[src/hw/rtl/i2crts_pkg.sv]
// shared types and codes for the i2c register transaction sequencer
package i2crts_pkg;

   localparam logic [2:0] OP_LOAD     = 3'd0;
   localparam logic [2:0] OP_START    = 3'd1;
   localparam logic [2:0] OP_TX_READY = 3'd2;
   localparam logic [2:0] OP_RX_BYTE  = 3'd3;
   localparam logic [2:0] OP_NACK     = 3'd4;
   localparam logic [2:0] OP_READ     = 3'd5;

   localparam logic [2:0] ACT_NONE          = 3'd0;
   localparam logic [2:0] ACT_SEND          = 3'd1;
   localparam logic [2:0] ACT_STOP          = 3'd2;
   localparam logic [2:0] ACT_RESTART_RX    = 3'd3;
   localparam logic [2:0] ACT_RESTART_RX_SP = 3'd4;
   localparam logic [2:0] ACT_START_TX      = 3'd5;

   localparam logic [1:0] KIND_RAW       = 2'd0;
   localparam logic [1:0] KIND_REG_WRITE = 2'd1;
   localparam logic [1:0] KIND_REG_READ  = 2'd2;

   localparam logic [1:0] STATUS_NONE   = 2'd0;
   localparam logic [1:0] STATUS_OK     = 2'd1;
   localparam logic [1:0] STATUS_NACK   = 2'd2;
   localparam logic [1:0] STATUS_REJECT = 2'd3;

   // address bits for the largest supported store
   localparam int ADDR_W = 8;

   typedef struct packed {
      logic [2:0] op;
      logic [6:0] target_address;
      logic [7:0] register_address;
      logic [1:0] kind;
      logic [7:0] length;
      logic [5:0] buffer_index;
      logic [7:0] data_byte;
   } item_type;

   typedef struct packed {
      logic [2:0] action;
      logic [7:0] tx_byte;
      logic [6:0] bus_address;
      logic       done_res;
      logic [1:0] status;
      logic [7:0] read_data;
   } result_type;

   typedef struct packed {
      logic              tx_we;
      logic              rx_we;
      logic [ADDR_W-1:0] tx_addr;
      logic [ADDR_W-1:0] rx_addr;
      logic [7:0]        data;
   } buf_wr_type;

endpackage

[src/hw/rtl/i2crts_buffer.sv]
// transmit and receive byte stores with registered reads and write bypass
module i2crts_buffer #(
   parameter int BUFFER_DEPTH = 64
) (
   input  logic                           clock,
   input  logic                           rd_en,
   input  logic [i2crts_pkg::ADDR_W-1:0]  tx_raddr,
   input  logic [i2crts_pkg::ADDR_W-1:0]  rx_raddr,
   input  i2crts_pkg::buf_wr_type         wr,
   output logic [7:0]                     tx_rdata,
   output logic [7:0]                     rx_rdata
);

   localparam int AW = (BUFFER_DEPTH > 1) ? $clog2(BUFFER_DEPTH) : 1;

   logic [7:0] tx_mem [BUFFER_DEPTH];
   logic [7:0] rx_mem [BUFFER_DEPTH];
   logic [7:0] tx_rdata_ff;
   logic [7:0] rx_rdata_ff;

   always_ff @(posedge clock) begin
      if (wr.tx_we) begin
         tx_mem[wr.tx_addr[AW-1:0]] <= wr.data;
      end
      if (rd_en) begin
         if (wr.tx_we && (wr.tx_addr[AW-1:0] == tx_raddr[AW-1:0])) begin
            tx_rdata_ff <= wr.data;
         end else begin
            tx_rdata_ff <= tx_mem[tx_raddr[AW-1:0]];
         end
      end
   end

   always_ff @(posedge clock) begin
      if (wr.rx_we) begin
         rx_mem[wr.rx_addr[AW-1:0]] <= wr.data;
      end
      if (rd_en) begin
         if (wr.rx_we && (wr.rx_addr[AW-1:0] == rx_raddr[AW-1:0])) begin
            rx_rdata_ff <= wr.data;
         end else begin
            rx_rdata_ff <= rx_mem[rx_raddr[AW-1:0]];
         end
      end
   end

   assign tx_rdata = tx_rdata_ff;
   assign rx_rdata = rx_rdata_ff;

endmodule

[src/hw/rtl/i2crts_seq.sv]
// transaction state and per-item bus action decode
module i2crts_seq #(
   parameter int BUFFER_DEPTH = 64
) (
   input  logic                           clock,
   input  logic                           reset,
   input  logic                           advance,
   input  i2crts_pkg::item_type           item,
   input  logic [7:0]                     tx_rdata,
   input  logic [7:0]                     rx_rdata,
   output i2crts_pkg::result_type         result,
   output i2crts_pkg::buf_wr_type         wr,
   output logic [i2crts_pkg::ADDR_W-1:0]  tx_raddr
);

   localparam int CW = $clog2(BUFFER_DEPTH + 1);
   localparam logic [8:0] DEPTH_V = 9'(BUFFER_DEPTH);

   localparam logic [2:0] MODE_IDLE   = 3'd0;
   localparam logic [2:0] MODE_NACK   = 3'd1;
   localparam logic [2:0] MODE_REG    = 3'd2;
   localparam logic [2:0] MODE_TXDATA = 3'd3;
   localparam logic [2:0] MODE_RXDATA = 3'd4;
   localparam logic [2:0] MODE_SWITCH = 3'd5;

   logic [2:0]    mode_ff, mode_in;
   logic [CW-1:0] tx_rem_ff, tx_rem_in;
   logic [CW-1:0] rx_rem_ff, rx_rem_in;
   logic [CW-1:0] tx_pos_ff, tx_pos_in;
   logic [CW-1:0] rx_pos_ff, rx_pos_in;
   logic [7:0]    held_reg_ff, held_reg_in;
   logic [6:0]    held_addr_ff, held_addr_in;

   logic          busy;
   logic          idx_ok;
   logic          bad_start;
   logic          kind_bad;
   logic [CW-1:0] rx_rem_new;

   assign busy = (mode_ff == MODE_REG) || (mode_ff == MODE_TXDATA) ||
                 (mode_ff == MODE_RXDATA) || (mode_ff == MODE_SWITCH);
   assign idx_ok = 9'(item.buffer_index) < DEPTH_V;
   assign kind_bad = (item.kind != i2crts_pkg::KIND_RAW) &&
                     (item.kind != i2crts_pkg::KIND_REG_WRITE) &&
                     (item.kind != i2crts_pkg::KIND_REG_READ);
   assign bad_start = kind_bad || ({1'b0, item.length} > DEPTH_V) ||
                      ((item.length == 8'd0) && (item.kind != i2crts_pkg::KIND_REG_WRITE));
   assign rx_rem_new = (rx_rem_ff != '0) ? rx_rem_ff - CW'(1) : rx_rem_ff;

   always_comb begin
      mode_in      = mode_ff;
      tx_rem_in    = tx_rem_ff;
      rx_rem_in    = rx_rem_ff;
      tx_pos_in    = tx_pos_ff;
      rx_pos_in    = rx_pos_ff;
      held_reg_in  = held_reg_ff;
      held_addr_in = held_addr_ff;
      result       = '0;
      wr           = '0;
      wr.data      = item.data_byte;
      wr.tx_addr   = i2crts_pkg::ADDR_W'(item.buffer_index);
      wr.rx_addr   = i2crts_pkg::ADDR_W'(rx_pos_ff);
      unique case (item.op)
         i2crts_pkg::OP_LOAD: begin
            if (busy) begin
               result.status = i2crts_pkg::STATUS_REJECT;
            end else begin
               wr.tx_we = advance && idx_ok;
            end
         end
         i2crts_pkg::OP_START: begin
            if (busy) begin
               result.status = i2crts_pkg::STATUS_REJECT;
            end else if (bad_start) begin
               result.status   = i2crts_pkg::STATUS_REJECT;
               result.done_res = 1'b1;
            end else begin
               held_addr_in = item.target_address;
               held_reg_in  = item.register_address;
               tx_pos_in    = '0;
               rx_pos_in    = '0;
               if (item.kind == i2crts_pkg::KIND_REG_READ) begin
                  tx_rem_in = '0;
                  rx_rem_in = CW'(item.length);
               end else begin
                  tx_rem_in = CW'(item.length);
                  rx_rem_in = '0;
               end
               mode_in = (item.kind == i2crts_pkg::KIND_RAW) ? MODE_TXDATA : MODE_REG;
               result.action      = i2crts_pkg::ACT_START_TX;
               result.bus_address = item.target_address;
            end
         end
         i2crts_pkg::OP_TX_READY: begin
            if (mode_ff == MODE_REG) begin
               result.action  = i2crts_pkg::ACT_SEND;
               result.tx_byte = held_reg_ff;
               mode_in = (rx_rem_ff != '0) ? MODE_SWITCH : MODE_TXDATA;
            end else if (mode_ff == MODE_SWITCH) begin
               mode_in = MODE_RXDATA;
               result.action = (rx_rem_ff == CW'(1)) ? i2crts_pkg::ACT_RESTART_RX_SP
                                                     : i2crts_pkg::ACT_RESTART_RX;
               result.bus_address = held_addr_ff;
            end else if (mode_ff == MODE_TXDATA) begin
               if (tx_rem_ff != '0) begin
                  result.action  = i2crts_pkg::ACT_SEND;
                  result.tx_byte = (9'(tx_pos_ff) < DEPTH_V) ? tx_rdata : 8'd0;
                  tx_pos_in = tx_pos_ff + CW'(1);
                  tx_rem_in = tx_rem_ff - CW'(1);
               end else begin
                  result.action   = i2crts_pkg::ACT_STOP;
                  result.done_res = 1'b1;
                  result.status   = i2crts_pkg::STATUS_OK;
                  mode_in = MODE_IDLE;
               end
            end
         end
         i2crts_pkg::OP_RX_BYTE: begin
            if (mode_ff == MODE_RXDATA) begin
               if (rx_rem_ff != '0) begin
                  wr.rx_we  = advance && (9'(rx_pos_ff) < DEPTH_V);
                  rx_pos_in = rx_pos_ff + CW'(1);
                  rx_rem_in = rx_rem_new;
               end
               if (rx_rem_new == CW'(1)) begin
                  result.action = i2crts_pkg::ACT_STOP;
               end else if (rx_rem_new == '0) begin
                  result.done_res = 1'b1;
                  result.status   = i2crts_pkg::STATUS_OK;
                  mode_in = MODE_IDLE;
               end
            end
         end
         i2crts_pkg::OP_NACK: begin
            if (busy) begin
               result.action   = i2crts_pkg::ACT_STOP;
               result.done_res = 1'b1;
               result.status   = i2crts_pkg::STATUS_NACK;
               mode_in = MODE_NACK;
            end
         end
         i2crts_pkg::OP_READ: begin
            result.read_data = idx_ok ? rx_rdata : 8'd0;
         end
         default: begin
         end
      endcase
   end

   // read address for the next accepted item follows the updated position
   assign tx_raddr = i2crts_pkg::ADDR_W'(advance ? tx_pos_in : tx_pos_ff);

   always_ff @(posedge clock) begin
      if (reset) begin
         mode_ff      <= MODE_IDLE;
         tx_rem_ff    <= '0;
         rx_rem_ff    <= '0;
         tx_pos_ff    <= '0;
         rx_pos_ff    <= '0;
         held_reg_ff  <= '0;
         held_addr_ff <= '0;
      end else if (advance) begin
         mode_ff      <= mode_in;
         tx_rem_ff    <= tx_rem_in;
         rx_rem_ff    <= rx_rem_in;
         tx_pos_ff    <= tx_pos_in;
         rx_pos_ff    <= rx_pos_in;
         held_reg_ff  <= held_reg_in;
         held_addr_ff <= held_addr_in;
      end
   end

endmodule

[src/hw/rtl/i2c_register_transaction_sequencer.sv]
// top level of the i2c register transaction sequencer
// Takes one request transfer per clock unless the response side stalls, and returns exactly
// one response transfer for each: the request is held in an input register, the sequencer
// state and the bus action are worked out in one pass, and the response waits in an output
// register, so a stalled response still lets one more request into an empty input register.
// Throughput is one item per cycle while responses flow, set by the sequencer state update;
// the transmit and receive stores are memories read once per accepted request.
module i2c_register_transaction_sequencer #(
   parameter int BUFFER_DEPTH = 64
) (
   input  logic        clock,
   input  logic        reset,
   input  logic        req_tvalid,
   output logic        req_tready,
   // target_address, register_address, kind, length, buffer_index, data_byte, zero pad
   input  logic [39:0] req_tdata,
   // op
   input  logic [2:0]  req_tuser,
   output logic        rsp_tvalid,
   input  logic        rsp_tready,
   // tx_byte, bus_address, status, read_data, zero pad
   output logic [31:0] rsp_tdata,
   // action
   output logic [2:0]  rsp_tuser,
   // done_res
   output logic        rsp_tlast
);

   i2crts_pkg::item_type   in_item;
   i2crts_pkg::item_type   s1_item_ff;
   logic                   s1_valid_ff;
   logic                   s1_adv;
   logic                   req_fire;
   i2crts_pkg::result_type seq_result;
   i2crts_pkg::result_type rsp_ff;
   logic                   rsp_valid_ff;
   i2crts_pkg::buf_wr_type buf_wr;
   logic [i2crts_pkg::ADDR_W-1:0] tx_raddr;
   logic [7:0]             tx_rdata;
   logic [7:0]             rx_rdata;

   assign in_item.op               = req_tuser;
   assign in_item.target_address   = req_tdata[6:0];
   assign in_item.register_address = req_tdata[14:7];
   assign in_item.kind             = req_tdata[16:15];
   assign in_item.length           = req_tdata[24:17];
   assign in_item.buffer_index     = req_tdata[30:25];
   assign in_item.data_byte        = req_tdata[38:31];

   assign s1_adv     = s1_valid_ff && (!rsp_valid_ff || rsp_tready);
   assign req_tready = !s1_valid_ff || s1_adv;
   assign req_fire   = req_tvalid && req_tready;

   always_ff @(posedge clock) begin
      if (reset) begin
         s1_valid_ff <= 1'b0;
      end else if (req_tready) begin
         s1_valid_ff <= req_tvalid;
      end
   end

   always_ff @(posedge clock) begin
      if (req_fire) begin
         s1_item_ff <= in_item;
      end
   end

   i2crts_buffer #(
      .BUFFER_DEPTH (BUFFER_DEPTH)
   ) u_buffer (
      .clock    (clock),
      .rd_en    (req_fire),
      .tx_raddr (tx_raddr),
      .rx_raddr (i2crts_pkg::ADDR_W'(in_item.buffer_index)),
      .wr       (buf_wr),
      .tx_rdata (tx_rdata),
      .rx_rdata (rx_rdata)
   );

   i2crts_seq #(
      .BUFFER_DEPTH (BUFFER_DEPTH)
   ) u_seq (
      .clock    (clock),
      .reset    (reset),
      .advance  (s1_adv),
      .item     (s1_item_ff),
      .tx_rdata (tx_rdata),
      .rx_rdata (rx_rdata),
      .result   (seq_result),
      .wr       (buf_wr),
      .tx_raddr (tx_raddr)
   );

   always_ff @(posedge clock) begin
      if (reset) begin
         rsp_valid_ff <= 1'b0;
      end else if (s1_adv) begin
         rsp_valid_ff <= 1'b1;
      end else if (rsp_tready) begin
         rsp_valid_ff <= 1'b0;
      end
   end

   always_ff @(posedge clock) begin
      if (s1_adv) begin
         rsp_ff <= seq_result;
      end
   end

   assign rsp_tvalid = rsp_valid_ff;
   assign rsp_tuser  = rsp_ff.action;
   assign rsp_tlast  = rsp_ff.done_res;
   assign rsp_tdata  = {7'd0, rsp_ff.read_data, rsp_ff.status, rsp_ff.bus_address,
                        rsp_ff.tx_byte};

endmodule

[config.mk]
export PLATFORM = sky130hd
export DESIGN_NAME = i2c_register_transaction_sequencer
export DESIGN_NICKNAME = d
export VERILOG_FILES = /design/src/hw/rtl/i2crts_pkg.sv /design/src/hw/rtl/i2crts_buffer.sv /design/src/hw/rtl/i2crts_seq.sv /design/src/hw/rtl/i2c_register_transaction_sequencer.sv
export SDC_FILE = /design/constraint.sdc
export NUM_CORES = 1
export LEC_CHECK = 0
export BUFFER_PORTS_ARGS = -buffer_cell sky130_fd_sc_hd__buf_2
export CAP_MARGIN = 20
export CORE_MARGIN = 4
export CORE_UTILIZATION = 50
export DETAILED_ROUTE_END_ITERATION = 10
export GPL_TIMING_DRIVEN = 0
export PLACE_DENSITY = 0.7
export SYNTH_ARGS = -nofsm -noshare
export SYNTH_HDL_FRONTEND = slang
export SYNTH_SLANG_ARGS = --single-unit
[constraint.sdc]
create_clock -name clock -period 4.5 [get_ports clock]
set_input_delay 0.9 -clock clock [delete_from_list [all_inputs] [get_ports clock]]
set_output_delay 0.9 -clock clock [all_outputs]
set_load 0.02 [all_outputs]
After elaboration in Yosys (flattened, before gate mapping)
Memories as Yosys holds them, arrays and structs flattened. A register that Yosys moved wholly into a read port is not among the register bits.
Cells that the tools add are included.

storage, ports and cells
  register bits = 119
  bits in writable memories = 1024
  input port bits = 47
  output and inout bits = 38
  memories kept = 2

memory list
  memory           depth  bits a word  rd ports  clocked after Yosys merged registers in  write ports  line                 text
  u_buffer.rx_mem  64     8            1         1                                        1            i2crts_buffer.sv:17  logic [7:0] rx_mem [BUFFER_DEPTH];
  u_buffer.tx_mem  64     8            1         1                                        1            i2crts_buffer.sv:16  logic [7:0] tx_mem [BUFFER_DEPTH];

operators by class
  add/sub/neg operators = 4
  order comparisons = 3
  eq/ne operators = 27
  muxes and demuxes = 83
  bitwise logic cells = 2
  reduce and logical (&&, ||, !) cells = 30

operators with widths
  cell                                                    number
  two-way mux 7 bit                                       25
  two-way mux 3 bit                                       24
  one-hot mux 7 bit (2 select lines)                      5
  two-way mux 8 bit                                       4
  one-hot mux 3 bit (4 select lines)                      2
  two-way mux 10 bit                                      2
  adder 7 x 1 -> 7 bit (second input constant)            2
  == test 7 x 1 -> 1 bit (second input constant)          2
  less-than comparator 7 bit (second input constant)      2
  inequality test 2 x 1 -> 1 bit (second input constant)  7
  nonzero test 7 bit                                      2
  subtractor 7 x 1 -> 7 bit (second input constant)       2
  == test 3 x 2 -> 1 bit (second input constant)          4
  == test 3 bit (second input constant)                   4
  two-way mux 1 bit                                       12
  inequality test 2 bit (second input constant)           6
  two-way mux 11 bit                                      1
  two-way mux 2 bit                                       5
  one-hot mux 2 bit (5 select lines)                      1
  AND reduction 10 bit                                    1
  > comparator 8 x 7 -> 1 bit (second input constant)     1
  logical NOT 8 bit                                       1
  AND reduction 8 bit                                     1
  nonzero test 2 bit                                      4
  other kinds (16)                                        29

Logic depth before layout (Yosys ltp)
Gate-level depths: netlist of the first run.

  depth in word-level cells = 9
  mapped depth = 17

Modules after synthesis
A second synthesis of the first run with hierarchy kept.

unflattened totals
  cells, all modules = 2802
  area, all modules = 46754.8 sq um

by module, submodules not included
  module                              times used  cells each  area an instance (sq um)
  i2crts_buffer                       1           2284        41180.7
  i2crts_seq                          1           429         3281.9
  i2c_register_transaction_sequencer  1           89          2292.2

Worst setup path after synthesis of the first run
OpenSTA, ideal clock, no wires.

  kind = input to register
  start = input port rsp_tready
  end = register u_buffer.tx_rdata_ff[4] (netlist: u_buffer.tx_rdata[4]), read port of u_buffer.tx_mem (data pin)
  arrival time = 3.841 ns
  path slack = 0.399 ns
  cell stages on the path = 13
  buffers on the path = 2
  cells stage by stage = nand2b_1 > nand2_1 > inv_1 > nand3_1 > buf_2 > o21a_1 > nand2_2 > buf_6 > mux2_1 > a2111oi_0 > a211oi_1 > nor3_2 > nor3_2

between the ends
  longest elaborated chain between the ends = 4
  elaborated cells on any way between the ends = 5

ends and longest elaborated chain
  what                 line                                      text
  start, declared      i2c_register_transaction_sequencer.sv:20  input logic rsp_tready,
  logical OR 1 bit *   i2c_register_transaction_sequencer.sv:50  assign s1_adv = s1_valid_ff && (!rsp_valid_ff || rsp_tready);
  logical AND 1 bit *  i2c_register_transaction_sequencer.sv:50
  named net s1_adv     i2c_register_transaction_sequencer.sv:32  logic s1_adv;
  logical OR 1 bit     i2c_register_transaction_sequencer.sv:51  assign req_tready = !s1_valid_ff || s1_adv;
  logical AND 1 bit    i2c_register_transaction_sequencer.sv:52  assign req_fire = req_tvalid && req_tready;
  end, declared        i2crts_buffer.sv:18                       logic [7:0] tx_rdata_ff;

The timed path passes the listed nets; every way through them passes the cells marked *.
A chain may end at the register's enable or synchronous reset.

Worst setup path in the final report of the first run
  start = register s1_item_ff[17] (netlist name)
  end = register u_buffer.tx_rdata_ff[5] (netlist: u_buffer.tx_rdata[5]), read port of u_buffer.tx_mem (data pin)

between the ends
  longest elaborated chain between the ends = 7
  elaborated cells on any way between the ends = 9

ends and longest elaborated chain
  what                                                                     line                                      text
  start, declared                                                          i2c_register_transaction_sequencer.sv:30  i2crts_pkg::item_type s1_item_ff;
  start signal, assigned                                                   i2c_register_transaction_sequencer.sv:64  s1_item_ff <= in_item;
  > comparator 8 x 7 -> 1 bit / logical NOT 8 bit (equally long branches)  i2crts_seq.sv:46, i2crts_seq.sv:47
  logical OR 1 bit / logical AND 1 bit (equally long branches)             i2crts_seq.sv:46, i2crts_seq.sv:47
  logical OR 1 bit *                                                       i2crts_seq.sv:46                          assign bad_start = kind_bad || ({1'b0, item.length} > DEPTH_V) ||
  two-way mux 7 bit *                                                      i2crts_seq.sv:74                          end else if (bad_start) begin
  two-way mux 7 bit *                                                      i2crts_seq.sv:72                          if (busy) begin
  one-hot mux 7 bit (2 select lines) *                                     i2crts_seq.sv:63                          unique case (item.op)
  two-way mux 6 bit *                                                      i2crts_seq.sv:151                         assign tx_raddr = i2crts_pkg::ADDR_W'(advance ? tx_pos_in : tx_pos_ff);

Every way passes the cells marked *; elsewhere a longest branch is shown, timed or not.

==> metrics.csv, run 1 <==
metric;value;unit
outcome;finished, violations left;
violations;setup timing;
peakVddDrop;0.4735;mV
synth_cells;2814;
power_frac_comb;4.0;%
drv_slew;0;
dr.pass1.iters;6;
synth_top_area_share;71.61;%
antenna_found_initial;2;
yosysMostFrequentCell;edfxtp_1;
arrival;5.02;ns
postSynthAreaPerCell;16.56;µm²
hpwlAfterDp;95450;µm
clock_sinks;1159;
critPathMaxFanout;10;
critPathRequiredTime;4.92;ns
clkPwrFrac;42.0;%
core_region_area;92080;µm²
cts_tree;done;
drt-initial-drc-count;4330;
hold_buffers;0;
rsz0062_at_grt;true;
ys.flop_type;edfxtp_1;
grt_pass1_vias;28070;
synth_area_leaders;edfxtp_1, mux4_2, nand2_1;
fp.dieArea;98130;µm²
vias;28330;
final_cells;4412;
p_int;17.49;mW
pin_count;85;
whs;0.3816;ns
finalCritPeriodShare;102.1;%
max_cap_violations;0;
worstSetupPathType;flop to flop;
clk_path_buf_depth;3;
fp.dieW;313.3;µm
fin_crit;4.595;ns
grt.total_usage;28.54;%
h-tree-depth;3;
power.density;409.1;nW/µm²
start_util;50.60;%
grt_max_degree;37;
wl_per_cell;31.85;µm
drt_wl_total;140500;µm
post-place-cells;4189;
insertion_delay;0.70;ns
skew;0.02374;ns
p_switching;4.608;mW
setup_viol;4;
synth_common_cells;edfxtp_1, nand2_1, nor2_1;
pwr-share-seq;53.9;%
ys_seq_elements;1159;
setup_tns;-0.1649;ns
power.total;22.10;mW
synth-async-reset-ratio;0;%
drive_gt1_share;20.96;%
r2r_cells;13;
postRouteAntennaNets;0;
netlist_area;46590;µm²
yosysSeqAreaShare;73.67;%
clk_pin_slew;0.06;ns
via_per_inst;6.421;
yosysTopAreaCell;edfxtp_1;
fmax;217.6;MHz
drcViolationCount;0;
synth-edff-count;1111;
relSlewSlack;20.98;%
min_from;req_tdata[34];
die_h;313.3;µm
hp-class;input pin to flop;
finalWorstSetupSlack;-0.09457;ns
cts_root_buf;clkbuf_16;
min_to;s1_item_ff[3];
synth.distinct_cells;89;
finalNetCount;3127;
globalRouteOverflowTotal;0;
hold_depth;1;
switching_share;20.85;%
gp_congestion;0.9571;
cp-start-kind;flop;
core.rowCount;111;
grt_pass1_wl;201000;µm
io_buffers;75;
regToRegEndpoint;u_buffer.tx_rdata[5];
syn2layout_area_growth;15.94;%
endpoint_kind;flop;
tightest_slew;1.181;ns
hold_viol_final;0;
rrSetupSlack;-0.09;ns
synth-warning-count;0;
r2r_start;s1_item_ff[17];
cts_buffers;111;
p_leak;17.52;nW
[through the flow]
step / instance area (µm²) / setup WS (ns) / util (%)
floorplan: 46610 / 0.3990 / -
global placement: 48540 / -2.504 / 52.72
detailed placement: 49800 / -2.017 / 54.08
CTS: 53780 / -0.02421 / 58.40
global route: 54020 / -0.05129 / 58.66
finish: 54020 / -0.09457 / 58.66
[power groups by stage]
stage	Combinational (mW)	Sequential, mW	Clock [mW]
floorplan	0.360	12.2	0
global placement	0.576	12.3	0
detailed placement	0.873	12.1	0
CTS	0.880	11.9	9.35
global route	0.933	11.9	9.83
finish	0.892	11.9	9.29
[cells in the final DEF, fill, tap and decap left out, drive strengths merged, types with 6 or more instances in the layout]
cell     netlist  final
o22ai         13     13
a2111oi       15     15
nor2b         13     13
edfxtp      1111   1111
a31oi         11     11
clkinv         0     50
dfxtp         48     48
nand3        111    111
nor3          34     34
a211oi        35     35
and2           9      9
mux2          14     14
inv            9     13
xor2           7      7
nand2b         8      8
ha             7      7
clkbuf        76    221
nor4          16     16
xnor2         13     13
o211ai         7      7
conb           1      7
a211o         10     10
a22oi         11     11
and3          35     35
mux4         180    180
nand4         21     21
a311oi        16     16
nand2        336    336
a22o          17     17
a32oi         10     10
o2111ai        6      6
nor2         211    211
a21oi        102    102
buf           95    228
bufinv         0      9
mux2i         63     63
o21ai         50     50
nand3b        11     11
[how the worst max path moves through the flow]
stage	startpoint	to	slack, ns	cells past startpoint
floorplan	rsp_tready	u_buffer.tx_rdata[4]	0.40	13
global placement	rsp_tready	u_buffer.tx_rdata[6]	-2.50	13
finish	s1_item_ff[17]	u_buffer.tx_rdata[5]	-0.09	13
CTS	s1_item_ff[17]	u_buffer.tx_rdata[3]	-0.02	13
global route	s1_item_ff[39]	u_buffer.rx_mem[26][5]	-0.05	8
detailed placement	rsp_tready	u_buffer.tx_rdata[3]	-2.02	17
[cell type report]
type,count,area (µm²)
antenna,1,2.502
buffer,170,1005
clock buffer,141,3014
clock inverter,67,601.8
fill,6779,38060
inverter,9,37.54
multi-input combinational,1481,11720
sequential,1159,34320
tap,1243,1555
timing repair buffer,141,1762
[sequential cells by signal (all words and copies together), names as in the netlist, 7 cells and up]
signal	count
rsp_tdata	25
s1_item_ff	42
u_buffer.rx_mem	512
u_buffer.rx_rdata	8
u_buffer.tx_mem	512
u_buffer.tx_rdata	8
u_seq.held_addr_ff	7
u_seq.held_reg_ff	8
u_seq.rx_pos_ff	7
u_seq.rx_rem_ff	7
u_seq.tx_pos_ff	7
u_seq.tx_rem_ff	7
[timing repair]
action                                  in CTS  in global routing
buffers inserted                             5                  9
pin swaps                                    5                  8
resized for setup                          106                 47
endpoints found under the setup margin       8                 47
[worst max-delay path, cell delays in order, from the launching register on]
cell and delay, ns:
edfxtp_1 0.46, or4_4 0.60, a2111o_1 0.48, a211oi_4 0.33, buf_4 0.19, o21ai_4 0.12
buf_4 0.26, clkbuf_2 0.30, clkbuf_4 0.37, nand2_1 0.15, nand3_1 0.10, nand3_1 0.22
nand4b_1 0.33, and3b_2 0.39
[logic make-up after synthesis]
family,Yosys count,synth area share (%)
flip-flops,1159,73.67
AND/OR/NAND/NOR,834,8.151
AO/OA/AOI/OAI,356,5.355
multiplexers,257,10.39
buffers and inverters,180,1.840
XOR/XNOR,20,0.3921
adder cells (fa/ha/maj),7,0.1880
other,1,0.008049
[layer usage]
layer / track usage, % / wire length (µm)
met3: 5.514 / 13860
met4: 14.90 / 8881
met5: 0 / 0
met1: 38.19 / 52380
met2: 44.94 / 65400
(Power assumes the default switching activity.)
==> run 2, diff against run 1 <==
--- a/config.mk
+++ b/config.mk
@@ -12,6 +12,7 @@
 export DETAILED_ROUTE_END_ITERATION = 10
 export GPL_TIMING_DRIVEN = 0
 export PLACE_DENSITY = 0.7
+export SETUP_SLACK_MARGIN = 0.3
 export SYNTH_ARGS = -nofsm -noshare
 export SYNTH_HDL_FRONTEND = slang
 export SYNTH_SLANG_ARGS = --single-unit
==> metrics.csv, run 2 (synthesis gave the netlist of run 1 again) <==
metric;value;unit;change
finalCritPeriodShare;94.54;%;-7.6 points
drt_wl_total;141600;µm;+0.80%
cts_tree;done;;
max_cap_violations;0;;unchanged
syn2layout_area_growth;17.39;%;
gr-max-usage-layer;met2;;
arrival;4.56;ns;-0.46 ns
post-place-cells;4189;;unchanged
cp_common_cell;inv_1;;
endpoint_kind;flop;;
outcome;finished, final reports clean;;
crit_chain;inv_1 > ha_1 > inv_1 > nor4b_1 > clkdlybuf4s15_2 > nor2b_1 > nand3b_1 > nor2_1;;
fp.dieArea;98130;µm²;unchanged
p_leak;17.75;nW;+1.3%
via_per_inst;6.398;;-0.36%
cts_root_buf;clkbuf_16;;
cp-start-kind;flop;;
finalNetCount;3153;;+0.83%
dr.pass1.iters;8;;+2
grt_max_degree;37;;unchanged
drv_slew;0;;unchanged
grt_use_met2;45.19;%;+0.25 points
grt.total_usage;28.71;%;+0.17 points
slowest_stage;nor2_1;;
setup_viol;0;;-4
hp-class;input pin to flop;;
fp.dieW;313.3;µm;unchanged
vias;28400;;+0.25%
power.density;404.2;nW/µm²;-1.2%
core_region_area;92080;µm²;unchanged
rsz0062_at_grt;true;;
layout_commonest_cell;edfxtp_1;;
die_h;313.3;µm;unchanged
fmax;235.1;MHz;+8.0%
skew;0.02493;ns;+0.001197 ns
drive_gt1_share;23.73;%;+2.8 points
clock_sinks;1159;;unchanged
critPathMaxFanout;8;;-2
start_util;50.60;%;unchanged
fin_crit;4.254;ns;-0.3402 ns
met3_usage;6.241;%;+0.73 points
grt_pass1_wl;202300;µm;+0.64%
pin_count;85;;unchanged
worstSetupPathType;flop to flop;;
clk_path_buf_depth;3;;unchanged
finalWorstSetupSlack;0.2456;ns;+0.3402 ns
drt-initial-drc-count;4231;;-2.3%
critPathRequiredTime;4.81;ns;-0.11 ns
antenna_found_initial;4;;+2
critPathTopFamily;simple AND/OR/NAND/NOR gates;;
peakVddDrop;0.4744;mV;+0.20%
drcViolationCount;0;;unchanged
gp_congestion;0.9571;;unchanged
postRouteAntennaNets;0;;unchanged
cts_buffers;111;;unchanged
tightest_slew;1.135;ns;-0.04575 ns
final_cells;4439;;+0.61%
cp_num_buf_inv;3;;-1
whs;0.3757;ns;-0.005857 ns
h-tree-depth;3;;unchanged
hold_viol_final;0;;unchanged
globalRouteOverflowTotal;0;;unchanged
dp_slack;-2.017;ns;unchanged
hpwlAfterDp;95450;µm;unchanged
relSlewSlack;23.92;%;+2.9 points
clk_pin_slew;0.06;ns;about the same
critPathMaxStageDelay;1.02;ns;+0.42 ns
io_buffers;75;;unchanged
core.rowCount;111;;unchanged
grt_pass1_vias;28240;;+0.60%
met1_usage;37.97;%;-0.22 points
insertion_delay;0.70;ns;about the same
wl_per_cell;31.91;µm;+0.18%
layout_common_cells;edfxtp_1, nand2_1, mux4_2;;
[run 2: report_power, final]
group	internal [mW]	switching [mW]
sequential	11.9	0.0454
clock	5.26	4.03
combinational	0.367	0.537
total	17.5	4.61
[run 2: final timing paths]
check	from	end	slack, ns	cells past startpoint
worst min register to register	u_seq.held_reg_ff[7]	u_seq.held_reg_ff[7]	0.46	2
worst max-delay path	u_seq.mode_ff[2]	u_buffer.tx_mem[10][1]	0.25	8
worst min-delay path	req_tdata[34]	s1_item_ff[3]	0.38	1
worst max register to register	u_seq.mode_ff[2]	u_buffer.tx_mem[10][1]	0.25	8
[run 2: repair_timing]
item | CTS | global route
endpoints found under the hold margin | 0 | 0
setup endpoints to repair | 16 | 757
gates cloned | 0 | 0
hold buffers | 0 | 0
pin swaps | 18 | 19
gates resized for setup | 183 | 105
buffers inserted | 24 | 15
[run 2: layout make-up]
cell class,instances,area (µm²)
diodes,2,5.005
plain buffers,171,1166
clock buffers,141,3014
clock inverters,67,601.8
fillers,6690,37390
inverters,9,37.54
multi-input cells,1481,12010
flip-flops and latches,1159,34320
well taps,1243,1555
repair buffers,166,1974
[run 2: routing by layer]
layer	routed length, µm	share of wire [%]	vias up
met2	66310	47	1998
met4	8626	6.1	0
met3	14980	11	411
met5	0	0	-
met1	51710	37	14310
li1	-	-	11680
[run 2: metrics by stage]
| stage | instance area, µm² | TNS, ns | utilization (%) | power, mW |
|---|---|---|---|---|
| 6_report | 54690 | 0 | 59.40 | 22.11 |
| 5_1_grt | 54690 | 0 | 59.40 | 22.69 |
| 4_1_cts | 54210 | 0 | 58.87 | 22.15 |
| 3_5_place_dp | 49800 | -53.08 | 54.08 | 13.02 |
| 3_3_place_gp | 48540 | -172.49 | 52.72 | 12.90 |
| 2_1_floorplan | 46610 | 0 | - | 12.59 |
